**src/design/ssd_pkg.sv**
```systemverilog
// Shared types and constants for the scale settle detector.
// No dependencies.
package ssd_pkg;

    localparam int W_WT  = 18;
    localparam int W_OS  = 19;
    localparam int W_T   = 32;

    localparam logic [1:0] OP_START  = 2'd0;
    localparam logic [1:0] OP_SAMPLE = 2'd1;
    localparam logic [1:0] OP_TICK   = 2'd2;

    localparam logic [2:0] OC_NONE    = 3'd0;
    localparam logic [2:0] OC_LEARNED = 3'd1;
    localparam logic [2:0] OC_DISC    = 3'd2;
    localparam logic [2:0] OC_LOWFLOW = 3'd3;
    localparam logic [2:0] OC_UNREAS  = 3'd4;
    localparam logic [2:0] OC_CUPEND  = 3'd5;
    localparam logic [2:0] OC_DRIP    = 3'd6;
    localparam logic [2:0] OC_CUPRM   = 3'd7;

    localparam logic [2:0] REG_DRIFT = 3'd0;
    localparam logic [2:0] REG_HOLD  = 3'd1;
    localparam logic [2:0] REG_STILL = 3'd2;
    localparam logic [2:0] REG_MAXT  = 3'd3;
    localparam logic [2:0] REG_CUP   = 3'd4;
    localparam logic [2:0] REG_FLOW  = 3'd5;
    localparam logic [2:0] REG_DRIPM = 3'd6;
    localparam logic [2:0] REG_OVER  = 3'd7;

    localparam logic signed [W_WT-1:0] STILL_STEP = 18'sd10;
    localparam logic signed [W_WT-1:0] BELOW_MARGIN = 18'sd50;

    typedef struct packed {
        logic [9:0]  drift;
        logic [15:0] hold;
        logic [15:0] still;
        logic [15:0] maxt;
        logic [16:0] cup;
        logic [10:0] flow;
        logic [16:0] drip;
        logic [16:0] over;
    } cfg_t;

endpackage

```
**src/design/ssd_div.sv**
```systemverilog
// Restoring serial divider, one quotient bit per cycle: |num| / den, sign restored.
// Depends on ssd_pkg.
module ssd_div
    import ssd_pkg::*;
#(
    parameter int NW = 24,
    parameter int DW = 7
)
(
    input  logic                 clk,
    input  logic                 rst_n,
    input  logic                 start,
    input  logic signed [NW-1:0] num,
    input  logic [DW-1:0]        den,
    output logic                 busy,
    output logic signed [W_WT-1:0] quo
);
    localparam int CW = $clog2(NW + 1);

    logic [NW-1:0] q_reg, q_next;
    logic [DW:0]   r_reg, r_next;
    logic [DW-1:0] d_reg, d_next;
    logic          neg_reg, neg_next;
    logic [CW-1:0] cnt_reg, cnt_next;
    logic          busy_reg, busy_next;
    logic [DW:0]   trial;

    always_comb
    begin
        q_next = q_reg; r_next = r_reg; d_next = d_reg; neg_next = neg_reg;
        cnt_next = cnt_reg; busy_next = busy_reg;
        trial = {r_reg[DW-1:0], q_reg[NW-1]};
        if (start)
        begin
            q_next = num[NW-1] ? NW'(-num) : NW'(num);
            r_next = '0; d_next = den; neg_next = num[NW-1];
            cnt_next = CW'(NW); busy_next = 1'b1;
        end
        else if (busy_reg)
        begin
            if (trial >= {1'b0, d_reg})
            begin
                r_next = trial - {1'b0, d_reg};
                q_next = {q_reg[NW-2:0], 1'b1};
            end
            else
            begin
                r_next = trial;
                q_next = {q_reg[NW-2:0], 1'b0};
            end
            cnt_next = cnt_reg - 1'b1;
            if (cnt_reg == CW'(1))
                busy_next = 1'b0;
        end
    end

    always_ff @(posedge clk or negedge rst_n)
    begin
        if (!rst_n)
        begin
            busy_reg <= 1'b0;
            cnt_reg  <= '0;
        end
        else
        begin
            busy_reg <= busy_next;
            cnt_reg  <= cnt_next;
        end
    end

    always_ff @(posedge clk)
    begin
        q_reg <= q_next; r_reg <= r_next; d_reg <= d_next; neg_reg <= neg_next;
    end

    assign busy = busy_reg;
    assign quo  = neg_reg ? W_WT'(-q_reg) : W_WT'(q_reg);
endmodule

```
**src/design/scale_settle_detector_core.sv**
```systemverilog
// Scale settle detector top level: APB register file, window memory, sequencer.
// Depends on ssd_pkg and ssd_div.
// Each item takes a fixed pass through a sequencer: accept, window memory read, update,
// a divider start cycle, then a serial divide of the window sum by the fill count (one
// quotient bit per cycle), a step to leave the divide, evaluate, and the output register.
// The next item is accepted only once the result has been taken. The window store has
// no reset; entries are only used after they are written, so no clearing pass is needed.
module scale_settle_detector_core
    import ssd_pkg::*;
#(
    parameter int WINDOW_SIZE = 8
)
(
    input  logic        clk,
    input  logic        rst_n,
    input  logic        psel,
    input  logic        penable,
    input  logic        pwrite,
    input  logic [4:0]  paddr,
    input  logic [31:0] pwdata,
    output logic [31:0] prdata,
    output logic        pready,
    input  logic        s_tvalid,
    output logic        s_tready,
    // tdata: weight[17:0], weight_at_stop[35:18], flow_at_stop[46:36],
    //        target_weight[63:47], now_ms[95:64], scale_connected[96], pad to 104
    input  logic [103:0] s_tdata,
    // tuser: opcode[1:0]
    input  logic [1:0]  s_tuser,
    output logic        m_tvalid,
    input  logic        m_tready,
    // tdata: settling_active[0], outcome[3:1], final_weight[21:4], drip[39:22],
    //        overshoot[58:40], average[76:59], pad to 80
    output logic [79:0] m_tdata
);
    localparam int IW = (WINDOW_SIZE > 1) ? $clog2(WINDOW_SIZE) : 1;
    localparam int CW = $clog2(WINDOW_SIZE + 1);
    localparam int SW = W_WT + IW + 1;

    localparam logic [2:0] S_IDLE = 3'd0;
    localparam logic [2:0] S_RD   = 3'd1;
    localparam logic [2:0] S_UPD  = 3'd2;
    localparam logic [2:0] S_DIV  = 3'd3;
    localparam logic [2:0] S_EVAL = 3'd4;
    localparam logic [2:0] S_OUT  = 3'd6;

    // ---------------- configuration ----------------
    cfg_t cfg_reg;
    logic [2:0] ridx;
    assign ridx   = paddr[4:2];
    assign pready = 1'b1;

    always_ff @(posedge clk or negedge rst_n)
    begin
        if (!rst_n)
        begin
            cfg_reg.drift <= 10'd10;   cfg_reg.hold <= 16'd1500;
            cfg_reg.still <= 16'd1000; cfg_reg.maxt <= 16'd10000;
            cfg_reg.cup   <= 17'd2000; cfg_reg.flow <= 11'd50;
            cfg_reg.drip  <= 17'd2000; cfg_reg.over <= 17'd2000;
        end
        else if (psel && penable && pwrite)
        begin
            case (ridx)
                REG_DRIFT: cfg_reg.drift <= pwdata[9:0];
                REG_HOLD:  cfg_reg.hold  <= pwdata[15:0];
                REG_STILL: cfg_reg.still <= pwdata[15:0];
                REG_MAXT:  cfg_reg.maxt  <= pwdata[15:0];
                REG_CUP:   cfg_reg.cup   <= pwdata[16:0];
                REG_FLOW:  cfg_reg.flow  <= pwdata[10:0];
                REG_DRIPM: cfg_reg.drip  <= pwdata[16:0];
                REG_OVER:  cfg_reg.over  <= pwdata[16:0];
                default: ;
            endcase
        end
    end

    always_comb
    begin
        case (ridx)
            REG_DRIFT: prdata = {22'd0, cfg_reg.drift};
            REG_HOLD:  prdata = {16'd0, cfg_reg.hold};
            REG_STILL: prdata = {16'd0, cfg_reg.still};
            REG_MAXT:  prdata = {16'd0, cfg_reg.maxt};
            REG_CUP:   prdata = {15'd0, cfg_reg.cup};
            REG_FLOW:  prdata = {21'd0, cfg_reg.flow};
            REG_DRIPM: prdata = {15'd0, cfg_reg.drip};
            REG_OVER:  prdata = {15'd0, cfg_reg.over};
            default:   prdata = 32'd0;
        endcase
    end

    // ---------------- item fields ----------------
    logic [1:0]  op_reg;
    logic signed [W_WT-1:0] w_reg, wstop_in;
    logic [10:0] flow_in;
    logic [16:0] tgt_in;
    logic [W_T-1:0] now_reg;
    logic conn_reg;
    logic [63:18] td_reg;   // start-only fields

    assign wstop_in = td_reg[35:18];
    assign flow_in  = td_reg[46:36];
    assign tgt_in   = td_reg[63:47];

    // ---------------- state ----------------
    logic [2:0] st_reg;
    logic active_reg, stv_reg;
    logic [IW-1:0] widx_reg;
    logic [CW-1:0] wcnt_reg;
    logic signed [SW-1:0] wsum_reg;
    logic signed [W_WT-1:0] lavg_reg, cur_reg, peak_reg, sref_reg, sw_reg;
    logic [W_T-1:0] lct_reg, sts_reg, sst_reg;
    logic [10:0] sf_reg;
    logic [16:0] stg_reg;
    logic signed [W_WT-1:0] mem [WINDOW_SIZE];
    logic signed [W_WT-1:0] old_reg;
    logic [2:0] oc_reg;
    logic fin_reg;          // completion pending (tick, cup removal, still or held-average path)
    logic useavg_reg;       // completion takes the average as final weight
    logic stillhit_reg;     // sample saw stillness before update
    logic abort_reg;        // not a kept sample (start, tick, ignored or cup removed): no window eval
    logic [79:0] out_reg;
    logic ov_reg;

    // divider
    logic div_start, div_busy;
    logic signed [W_WT-1:0] div_q;
    ssd_div #(.NW(SW), .DW(CW)) u_div (
        .clk(clk), .rst_n(rst_n), .start(div_start),
        .num(wsum_reg), .den(wcnt_reg), .busy(div_busy), .quo(div_q)
    );

    logic div_go_reg;
    logic signed [W_WT-1:0] avg_now;
    assign avg_now = (wcnt_reg == '0) ? lavg_reg : div_q;
    assign div_start = div_go_reg;

    // completion arithmetic on a chosen final weight
    logic signed [W_WT-1:0] fw;
    logic signed [W_WT+1:0] dr, os, osab, lim, peakl;
    logic [2:0] code;
    always_comb
    begin
        fw    = cur_reg;
        dr    = 20'(fw) - 20'(sw_reg);
        if (dr < 0)
            dr = '0;
        os    = 20'(fw) - $signed({3'd0, stg_reg});
        osab  = (os < 0) ? -os : os;
        lim   = $signed({3'd0, cfg_reg.cup});
        peakl = 20'(peak_reg) - lim;
        if (!conn_reg)
            code = OC_DISC;
        else if (sf_reg < cfg_reg.flow)
            code = OC_LOWFLOW;
        else if (fw < 0 || osab > $signed({3'd0, cfg_reg.over}))
            code = OC_UNREAS;
        else if (20'(peak_reg) > lim && 20'(fw) < peakl)
            code = OC_CUPEND;
        else if (dr > $signed({3'd0, cfg_reg.drip}))
            code = OC_DRIP;
        else
            code = OC_LEARNED;
    end

    // sample-side compares
    logic signed [W_WT+1:0] lim_s, curl, pkl, dref;
    logic signed [W_WT-1:0] pk_new;
    logic cup_rm;
    always_comb
    begin
        lim_s  = $signed({3'd0, cfg_reg.cup});
        pk_new = (w_reg > peak_reg) ? w_reg : peak_reg;
        curl   = 20'(cur_reg) - lim_s;
        pkl    = 20'(pk_new) - lim_s;
        cup_rm = (20'(cur_reg) > lim_s && 20'(w_reg) < curl) ||
                 (20'(pk_new) > lim_s && 20'(w_reg) < pkl);
        dref   = 20'(w_reg) - 20'(sref_reg);
    end

    // item kind and timer checks, all against state before the update
    logic is_smp, is_tick, still_hit, hold_hit, maxt_hit;
    always_comb
    begin
        is_smp    = (op_reg == OP_SAMPLE) && active_reg;
        is_tick   = (op_reg == OP_TICK) && active_reg;
        still_hit = (now_reg - lct_reg) >= {16'd0, cfg_reg.still};
        hold_hit  = stv_reg && ((now_reg - sts_reg) >= {16'd0, cfg_reg.hold});
        maxt_hit  = (now_reg - sst_reg) >= {16'd0, cfg_reg.maxt};
    end

    logic signed [W_WT+1:0] drift, below_lim;
    logic below, full;
    always_comb
    begin
        drift     = 20'(avg_now) - 20'(lavg_reg);
        if (drift < 0)
            drift = -drift;
        below_lim = 20'(sw_reg) - 20'(BELOW_MARGIN);
        below     = (sw_reg > 0) && (20'(avg_now) < below_lim);
        full      = (wcnt_reg == CW'(WINDOW_SIZE));
    end

    assign s_tready = (st_reg == S_IDLE) && !ov_reg;

    always_ff @(posedge clk)
    begin
        if (s_tvalid && s_tready)
        begin
            td_reg  <= s_tdata[63:18];
            w_reg   <= s_tdata[17:0];
            now_reg <= s_tdata[95:64];
            conn_reg <= s_tdata[96];
            op_reg  <= s_tuser;
        end
        if (st_reg == S_RD)
            old_reg <= mem[widx_reg];
        if (st_reg == S_UPD && op_reg == OP_SAMPLE && active_reg && !cup_rm)
            mem[widx_reg] <= w_reg;
    end

    always_ff @(posedge clk or negedge rst_n)
    begin
        if (!rst_n)
        begin
            st_reg <= S_IDLE; active_reg <= 1'b0; stv_reg <= 1'b0;
            widx_reg <= '0; wcnt_reg <= '0; wsum_reg <= '0;
            lavg_reg <= '0; cur_reg <= '0; peak_reg <= '0; sref_reg <= '0;
            lct_reg <= '0; sts_reg <= '0; sst_reg <= '0;
            sw_reg <= '0; sf_reg <= '0; stg_reg <= '0;
            oc_reg <= OC_NONE; fin_reg <= 1'b0; useavg_reg <= 1'b0;
            stillhit_reg <= 1'b0; abort_reg <= 1'b0;
            out_reg <= '0; ov_reg <= 1'b0; div_go_reg <= 1'b0;
        end
        else
        begin
            // divider starts the cycle after the update
            div_go_reg <= (st_reg == S_UPD);
            if (ov_reg && m_tready)
                ov_reg <= 1'b0;
            case (st_reg)
                S_IDLE:
                    if (s_tvalid && s_tready)
                        st_reg <= S_RD;
                S_RD:
                    st_reg <= S_UPD;
                S_UPD:
                begin
                    oc_reg       <= (is_smp && cup_rm) ? OC_CUPRM : OC_NONE;
                    // tick order: stillness, held average, timeout
                    fin_reg      <= (is_smp && cup_rm) ||
                                    (is_tick && (still_hit || hold_hit || maxt_hit));
                    useavg_reg   <= is_tick && !still_hit && hold_hit;
                    stillhit_reg <= is_smp && !cup_rm && still_hit;
                    abort_reg    <= !(is_smp && !cup_rm);
                    if (op_reg == OP_START)
                    begin
                        cur_reg <= w_reg; sw_reg <= wstop_in; sf_reg <= flow_in;
                        stg_reg <= tgt_in; sref_reg <= w_reg; peak_reg <= w_reg;
                        lct_reg <= now_reg; sst_reg <= now_reg;
                        wcnt_reg <= '0; widx_reg <= '0; wsum_reg <= '0;
                        lavg_reg <= w_reg; stv_reg <= 1'b0; sts_reg <= '0;
                        active_reg <= 1'b1;
                    end
                    else if (is_smp)
                    begin
                        peak_reg <= pk_new;
                        if (cup_rm)
                            active_reg <= 1'b0;
                        else
                        begin
                            cur_reg <= w_reg;
                            wsum_reg <= wsum_reg + SW'(w_reg) -
                                        (full ? SW'(old_reg) : SW'(0));
                            widx_reg <= (widx_reg == IW'(WINDOW_SIZE - 1)) ? '0
                                        : widx_reg + 1'b1;
                            if (!full)
                                wcnt_reg <= wcnt_reg + 1'b1;
                            if (dref >= 20'(STILL_STEP) || dref <= -20'(STILL_STEP))
                            begin
                                sref_reg <= w_reg;
                                lct_reg <= now_reg;
                            end
                        end
                    end
                    st_reg <= S_DIV;
                end
                S_DIV:
                    if (!div_go_reg && !div_busy)
                        st_reg <= S_EVAL;
                S_EVAL:
                begin
                    st_reg <= S_OUT;
                    if (!abort_reg)
                    begin
                        lavg_reg <= avg_now;
                        if (stillhit_reg)
                            fin_reg <= 1'b1;
                        else if (full)
                        begin
                            if (drift < $signed({10'd0, cfg_reg.drift}) && !below)
                            begin
                                if (!stv_reg)
                                begin
                                    stv_reg <= 1'b1;
                                    sts_reg <= now_reg;
                                end
                                if ((now_reg - (stv_reg ? sts_reg : now_reg)) >=
                                    {16'd0, cfg_reg.hold})
                                begin
                                    fin_reg <= 1'b1;
                                    cur_reg <= avg_now;
                                end
                            end
                            else
                            begin
                                stv_reg <= 1'b0;
                                sts_reg <= '0;
                            end
                        end
                    end
                    else if (useavg_reg)
                        cur_reg <= avg_now;
                end
                S_OUT:
                    if (!ov_reg)
                    begin
                        if (fin_reg && oc_reg != OC_CUPRM)
                            active_reg <= 1'b0;
                        out_reg <= {3'd0, avg_now,
                                    fin_reg ? os[W_OS-1:0] : {W_OS{1'b0}},
                                    fin_reg ? dr[W_WT-1:0] : {W_WT{1'b0}},
                                    fin_reg ? fw : {W_WT{1'b0}},
                                    fin_reg ? ((oc_reg == OC_CUPRM) ? OC_CUPRM : code)
                                            : OC_NONE,
                                    active_reg && !fin_reg};
                        ov_reg <= 1'b1;
                        st_reg <= S_IDLE;
                    end
                default:
                    st_reg <= S_IDLE;
            endcase
        end
    end

    assign m_tvalid = ov_reg;
    assign m_tdata  = out_reg;

`ifndef SYNTHESIS
    a_busy_not_ready: assert property (@(posedge clk) disable iff (!rst_n)
        (st_reg != S_IDLE) |-> !s_tready)
        else $error("accepting while busy");
    a_one_result: assert property (@(posedge clk) disable iff (!rst_n)
        (s_tvalid && s_tready) |=> !m_tvalid || $past(m_tvalid))
        else $error("result without work");
    a_cnt_range: assert property (@(posedge clk) disable iff (!rst_n)
        wcnt_reg <= CW'(WINDOW_SIZE))
        else $error("window count overflow");
`endif
endmodule
```
**config.mk**
```make
export PLATFORM = sky130hd
export DESIGN_NAME = scale_settle_detector_core
export DESIGN_NICKNAME = d
export VERILOG_FILES = /design/src/design/ssd_pkg.sv /design/src/design/ssd_div.sv /design/src/design/scale_settle_detector_core.sv
export SDC_FILE = /design/constraint.sdc
export NUM_CORES = 2
export LEC_CHECK = 0
export BUFFER_PORTS_ARGS = -buffer_cell sky130_fd_sc_hd__buf_2
export CAP_MARGIN = 20
export CORE_UTILIZATION = 60
export DETAILED_ROUTE_END_ITERATION = 7
export PLACE_DENSITY_LB_ADDON = 0.2
export SYNTH_ARGS = -nofsm -noshare
export SYNTH_HDL_FRONTEND = slang
export SYNTH_SLANG_ARGS = --single-unit
```
**constraint.sdc**
```tcl
create_clock -name clk -period 15.9 [get_ports clk]
set_input_delay 2.385 -clock clk [delete_from_list [all_inputs] [get_ports clk]]
set_output_delay 2.385 -clock clk [all_outputs]
set_load 0.01 [all_outputs]
```
# Yosys cells after proc, flatten, opt, wreduce, memory -nomap -nowiden
# Memory sizes are Yosys's and may differ from the RTL's. A register that Yosys moved wholly into a read port is not among the register bits.
# Index checks and enable logic that the tools add are counted.
# Widths: inputs -> output; s select.
[classes] n_eq_ne=40 bitwise_logic=1 order_cmp=24 n_addsub=22 reduce_logical=68 muxes=97
[ops] operator="$mux 18" n=22
[ops] operator="$mux 32" n=10
[ops] operator="$pmux 32 s8" n=1
[ops] operator="$mux 22" n=7
[ops] operator="$sub 18x18->19" n=7
[ops] operator="$ge 32x16->1" n=4
[ops] operator="$sub 32x32->32" n=4
[ops] operator="$lt 18x19->1" n=4
[ops] operator="$gt 18x18->1" n=4
[ops] operator="$pmux 18 s2" n=2
[ops] operator="$pmux 32 s2" n=1
[ops] operator="$mux 20" n=3
[ops] operator="$lt 19x1->1 const B" n=3
[ops] operator="$mux 3" n=15
[ops] operator="$gt 20x18->1" n=2
[ops] operator="$neg 19->20" n=2
[ops] operator="$ne 3x3->1 const B" n=9
[ops] operator="$logic_and 1x1->1" n=25
[ops] operator="$eq 3x3->1 const B" n=8
[ops] operator="$mux 1" n=24
[ops] operator="$add 22x18->22" n=1
[ops] operator="$neg 22->22" n=1
[ops] operator="$reduce_and 2->1" n=11
[ops] operator="$sub 22x22->22" n=1
[ops] operator="other kinds (38)" n=81
[word_totals] in_bits=150 output_inout_bits=115 reg_bits=590 ramBits=144 mem_count=1
[mem_list] name="mem" words=8 width=18 rd=1 rd_ports_with_merged_regs=1 write_ports=1 line="scale_settle_detector_core.sv:116" rtl="logic signed [W_WT-1:0] mem [WINDOW_SIZE];"

# Depth between registers and ports, before layout
[depth] ltp_word=13 ltp_mapped=40 ltp_nobuf=37

# Hierarchy
# A second synthesis with hierarchy kept.
[hier_totals] hier_cells=5186 hier_area_um2=50429.6
[modules_own_cells] module="scale_settle_detector_core" cells_per_inst=4933 area_each_um2=47898.4 instances=1 seq_area_each_um2=19199.7
[modules_own_cells] module="ssd_div" cells_per_inst=253 area_each_um2=2531.2 instances=1 seq_area_each_um2=1041.0

# Least setup slack after synthesis
# Ideal clock, no wire load.
[synth_path] path_type="flip-flop to flip-flop" from="register w_reg[15]" to="memory mem[0][0], enable pin" t_required_ns=15.461 stages_incl_launch_ff=37 arrival_time_ns=8.238 path_slack_ns=7.223 period_less_slack_ns=8.677 n_path_buf=4 setup_ns=0.439 path_cell_list="edfxtp_1 ha_1 a21o_1 a2111o_1 nor2_1 o311ai_1 o21ai_4 clkbuf_1 a21oi_1 ha_1 fa_1 nor2b_1 o21ai_0 a21boi_0 o21ai_0 a21boi_0 o21ai_0 a21oi_1 o21ai_0 a21o_1 a21oi_1 o21ai_0 a211o_1 ha_1 nand4_1 nor2_1 nor2_1 a21oi_1 nand4bb_1 o22ai_1 o21ai_0 o41ai_2 or4_1 buf_4 clkbuf_1 clkbuf_1 nor4_1"
[synth_via] elab_chain_cells=10 word_cells_on_any_way=13
[synth_rtl] item="start: declaration" line="scale_settle_detector_core.sv:95" rtl="logic signed [W_WT-1:0] w_reg, wstop_in;"
[synth_rtl] item="start signal: assignment" line="scale_settle_detector_core.sv:212" rtl="w_reg <= s_tdata[17:0];"
[synth_rtl] item="$gt 18x18->1" line="scale_settle_detector_core.sv:174" rtl="pk_new = (w_reg > peak_reg) ? w_reg : peak_reg;"
[synth_rtl] item="$mux 18" line="scale_settle_detector_core.sv:174"
[synth_rtl] item="$sub 18x18->19" line="scale_settle_detector_core.sv:176" rtl="pkl = 20'(pk_new) - lim_s;"
[synth_rtl] item="$lt 18x19->1" line="scale_settle_detector_core.sv:178" rtl="(20'(pk_new) > lim_s && 20'(w_reg) < pkl);"
[synth_rtl] item="$logic_and 1x1->1" line="scale_settle_detector_core.sv:178"
[synth_rtl] item="$logic_or 1x1->1 (*)" line="scale_settle_detector_core.sv:177" rtl="cup_rm = (20'(cur_reg) > lim_s && 20'(w_reg) < curl) ||"
[synth_rtl] item="$logic_not 1->1 (*)" line="scale_settle_detector_core.sv:219" rtl="if (st_reg == S_UPD && op_reg == OP_SAMPLE && active_reg && !cup_rm)"
[synth_rtl] item="$logic_and 1x1->1 (*)" line="scale_settle_detector_core.sv:219"
[synth_rtl] item="$mux 1 (*)" line="scale_settle_detector_core.sv:219"
[synth_rtl] item="$mux 1 (not written as such) (*)" line="scale_settle_detector_core.sv:220" rtl="mem[widx_reg] <= w_reg;"
[synth_rtl] item="end: declaration" line="scale_settle_detector_core.sv:116"
# Mark *: on every way between the ends. The rest lies on a longest branch, timed or not.

# Worst setup path in the final report
[layout_path] from="register w_reg[15]" to="register lct_reg[3]"
[layout_via] elab_chain_cells=8 word_cells_on_any_way=16
[layout_rtl] item="$gt 18x18->1" line="scale_settle_detector_core.sv:174"
[layout_rtl] item="$mux 18" line="scale_settle_detector_core.sv:174"
[layout_rtl] item="$sub 18x18->19" line="scale_settle_detector_core.sv:176"
[layout_rtl] item="$lt 18x19->1" line="scale_settle_detector_core.sv:178"
[layout_rtl] item="$logic_and 1x1->1" line="scale_settle_detector_core.sv:178"
[layout_rtl] item="$logic_or 1x1->1" line="scale_settle_detector_core.sv:177"
[layout_rtl] item="$ne 2x1->1 (no line)"
[layout_rtl] item="$reduce_and 4->1 (no line) (*)"
[layout_rtl] item="end signal: assignment" line="scale_settle_detector_core.sv:261" rtl="lct_reg <= now_reg; sst_reg <= now_reg;"
[layout_rtl] item="end signal: assignment" line="scale_settle_detector_core.sv:283" rtl="lct_reg <= now_reg;"
[layout_rtl] item="end: declaration" line="scale_settle_detector_core.sv:113" rtl="logic [W_T-1:0] lct_reg, sts_reg, sst_reg;"
# Marks and branches as above.
# A chain may end at the register's enable or synchronous reset.

==> results.sh <==
export IMPL_status="complete, no violations"
export IMPL_path_max_fanout=55
export IMPL_synth_edf_count=288
export IMPL_rows=106
export IMPL_area_growth_pct=10.5
export IMPL_design_area_um2=56300
export IMPL_crit_arrival_ns=9.72
export IMPL_place_area_um2=53400
export IMPL_wl_met1_um=65400
export IMPL_layout_min_cycle_time_ns=9.19
export IMPL_die_w_um=294
export IMPL_numCtsBuffers=85
export IMPL_synth_cell_types=112
export IMPL_max_stage_delay_ns=0.73
export IMPL_initial_core_util_pct=60.8
export IMPL_end_kind="register"
export IMPL_ctsResizeCount=0
export IMPL_worst_slew_pin_slew_ns=1.11
export IMPL_seq_area_frac_synth_pct=39.7
export IMPL_largest_register_ffs=144
export IMPL_ant_nets=0
export IMPL_p_leak_nw=24.9
export IMPL_timing_fmax_ghz=0.109
export IMPL_post_dp_hpwl_um=117000
export IMPL_p_per_area_nw_per_um2=217
export IMPL_grtUsageTotal_pct=35.9
export IMPL_synth_area_per_cell_um2=9.35
export IMPL_drc=0
export IMPL_report_final_slew_viol_count=0
export IMPL_clock_path_buffers=3
export IMPL_postCtsSetupRepairBufs=0
export IMPL_dieArea_um2=86200
export IMPL_route_vias_total=42186
export IMPL_path_common_cell="o21ai_0"
export IMPL_critPathRequiredTime_ns=16.43
export IMPL_max_cap_viol_count=0
export IMPL_post_route_util_pct=67.2
export IMPL_grt_max_degree=167
export IMPL_ir_drop_mv=0.146
export IMPL_wl_um=156000
export IMPL_cts_hold_buf=0
export IMPL_top_layer_used="met5"
export IMPL_grt_pass1_vias=39776
export IMPL_grt_overflow=0
export IMPL_clkTransAtPathRegs_ns=0.06
export IMPL_clock_root_buffer="clkbuf_16"
export IMPL_layout_drive_gt1_share_pct=11.2
export IMPL_synth_top_cell_by_area="dfrtp_1"
export IMPL_async_flop_share_pct=61.1
export IMPL_crit_slowest_cell="o21ai_4"
export IMPL_viasPerCell=6.15
export IMPL_min_path_type="reg2reg"
export IMPL_setup_tns_final_ns=0
export IMPL_cts_tree="built"
export IMPL_rsz0062_at_grt="no"
export IMPL_place_congestion=0.981
export IMPL_wl_per_cell_um=22.8
export IMPL_maxSlewHeadroom_pct=24.1
export IMPL_skew_ns=0.0382
export IMPL_cp_start_kind="register"
export IMPL_die_y_um=294
export IMPL_nets=6330
export IMPL_first_pass_iters=6
export IMPL_core_um2=83800
export IMPL_synth_area_leaders="dfrtp_1, edfxtp_1, ha_1"
export IMPL_clk_latency_ns=0.67
export IMPL_grt_pass1_wl_um=235000
export IMPL_cts_sinks=750
export IMPL_synth_top_cell_area_share_pct=20.5
export IMPL_antenna_found_initial=15
export IMPL_first_iter_violations=4156
export IMPL_hold_viol=0
export IMPL_ys_flop_type="dfrtp_1"
export IMPL_io_pins=265
export IMPL_setup_violations=0
export IMPL_synth_seq_cells=750
export IMPL_dr_wl_met3_um=13200
export IMPL_htreeDepth=3
export IMPL_synth_area_um2=51000
export IMPL_critical_path_class="reg2reg"
export IMPL_period_share_pct=57.8
export IMPL_yosys_warnings=0
export IMPL_portBuffers=221
export IMPL_wl_met2_um=70100
export IMPL_synth_cells=5455
-- logic make-up after synthesis --
logic type               after synthesis  synth area share, %
XOR/XNOR                             254                 4.36
multiplexers                         185                 4.15
AO/OA/AOI/OAI                       1503                 18.8
adder cells (fa/ha/maj)              524                 13.3
buffers and inverters                749                 5.80
other                                  2               0.0147
flip-flops                           750                 39.7
AND/OR/NAND/NOR                     1488                 13.8
-- worst max-delay path: cells and delay by family (launching register included) --
kind | cells | cell delay [ns]
compound gates | 20 | 4.60
fa+ha+maj | 4 | 1.25
buf+inv | 3 | 1.08
flops | 1 | 0.36
mux | 1 | 0.43
simple gates | 7 | 1.24
-- through the flow --
stage / hold slack [ns] / worst slack (ns) / cells / total power, mW
floorplan: 0.415 / 7.22 / 5472 / 8.04
CTS: 0.441 / 6.85 / 6855 / 12.1
detailed placement: 0.423 / 6.88 / 6699 / 9.99
global placement: 0.421 / 6.95 / 6698 / 9.82
finish: 0.436 / 6.71 / 6862 / 12.2
global route: 0.463 / 6.13 / 6859 / 13.1
-- final cells by class --
class	count	area, um^2
multi-input combinational	3973	28000
fill	6842	27500
sequential	750	20200
clock buffer	113	2390
inverter	550	2060
timing repair buffer	296	1730
tap	1134	1420
clock inverter	43	504
antenna	3	7.51
-- per-layer routing --
metal | vias to the layer above | track usage [%]
met3 | 369 | 7.61
met4 | 22 | 15.4
met5 | - | 0
met2 | 1642 | 56.3
li1 | 19890 | -
met1 | 20263 | 48.1
-- cells in the mapped netlist, drive strengths merged, types with 16 or more instances --
master	instances
nand2	591
o211ai	26
nor3	93
mux2	85
a22o	28
inv	549
clkbuf	156
o31ai	35
nor3b	25
a21o	125
nand3	98
nor4	37
o22ai	16
or3	33
and3	34
o21a	60
a31oi	40
a211oi	37
a22oi	81
or2	23
dfrtp	417
o21ai	509
a21boi	16
a21oi	314
nor2b	53
o21bai	43
a2111oi	24
xnor2	169
ha	491
nor2	279
buf	43
nand4	67
nand2b	50
edfxtp	288
xor2	85
fa	33
dfstp	41
mux2i	89
and2	54
-- path summary, 6_finish.rpt --
kind	to	slack (ns)	start	cells past startpoint
hold / removal	sf_reg[1]$_DFFE_PN0P_	0.44	td_reg[37]$_DFFE_PP_	2
min in group asynchronous	widx_reg[2]$_DFFE_PN0P_	1.68	rst_n	1
setup / recovery	lct_reg[3]$_DFFE_PN0P_	6.71	w_reg[15]$_DFFE_PP_	35
hold reg to reg	sf_reg[1]$_DFFE_PN0P_	0.44	td_reg[37]$_DFFE_PP_	2
setup reg to reg	lct_reg[3]$_DFFE_PN0P_	6.71	w_reg[15]$_DFFE_PP_	35
max in group asynchronous	stv_reg$_DFFE_PN0P_	11.94	rst_n	3
-- power breakdown --
part	internal, mW	leakage [nW]	switching [mW]
clock	1.19	1.40	0.854
combinational	2.95	15.1	4.41
sequential	2.47	8.38	0.344
-- layout by cell type, fill, tap and decap left out, types with 43 or more instances in the layout --
master     instances
o21bai_1          43
nor2_1           272
ha_1             491
a22oi_1           81
mux2i_1           89
clkbuf_16         88
xnor2_1          169
edfxtp_1         288
o21ai_0          500
nand2b_1          49
and2_1            52
a21oi_1          310
o21a_1            60
buf_2            221
nand4_1           67
nand3_1           98
mux2_2            75
nand2_1          590
inv_1            548
nor3_1            86
buf_4             69
nor2b_1           53
dfrtp_1          416
xor2_1            85
a21o_1           124
(Power assumes the default switching activity.)
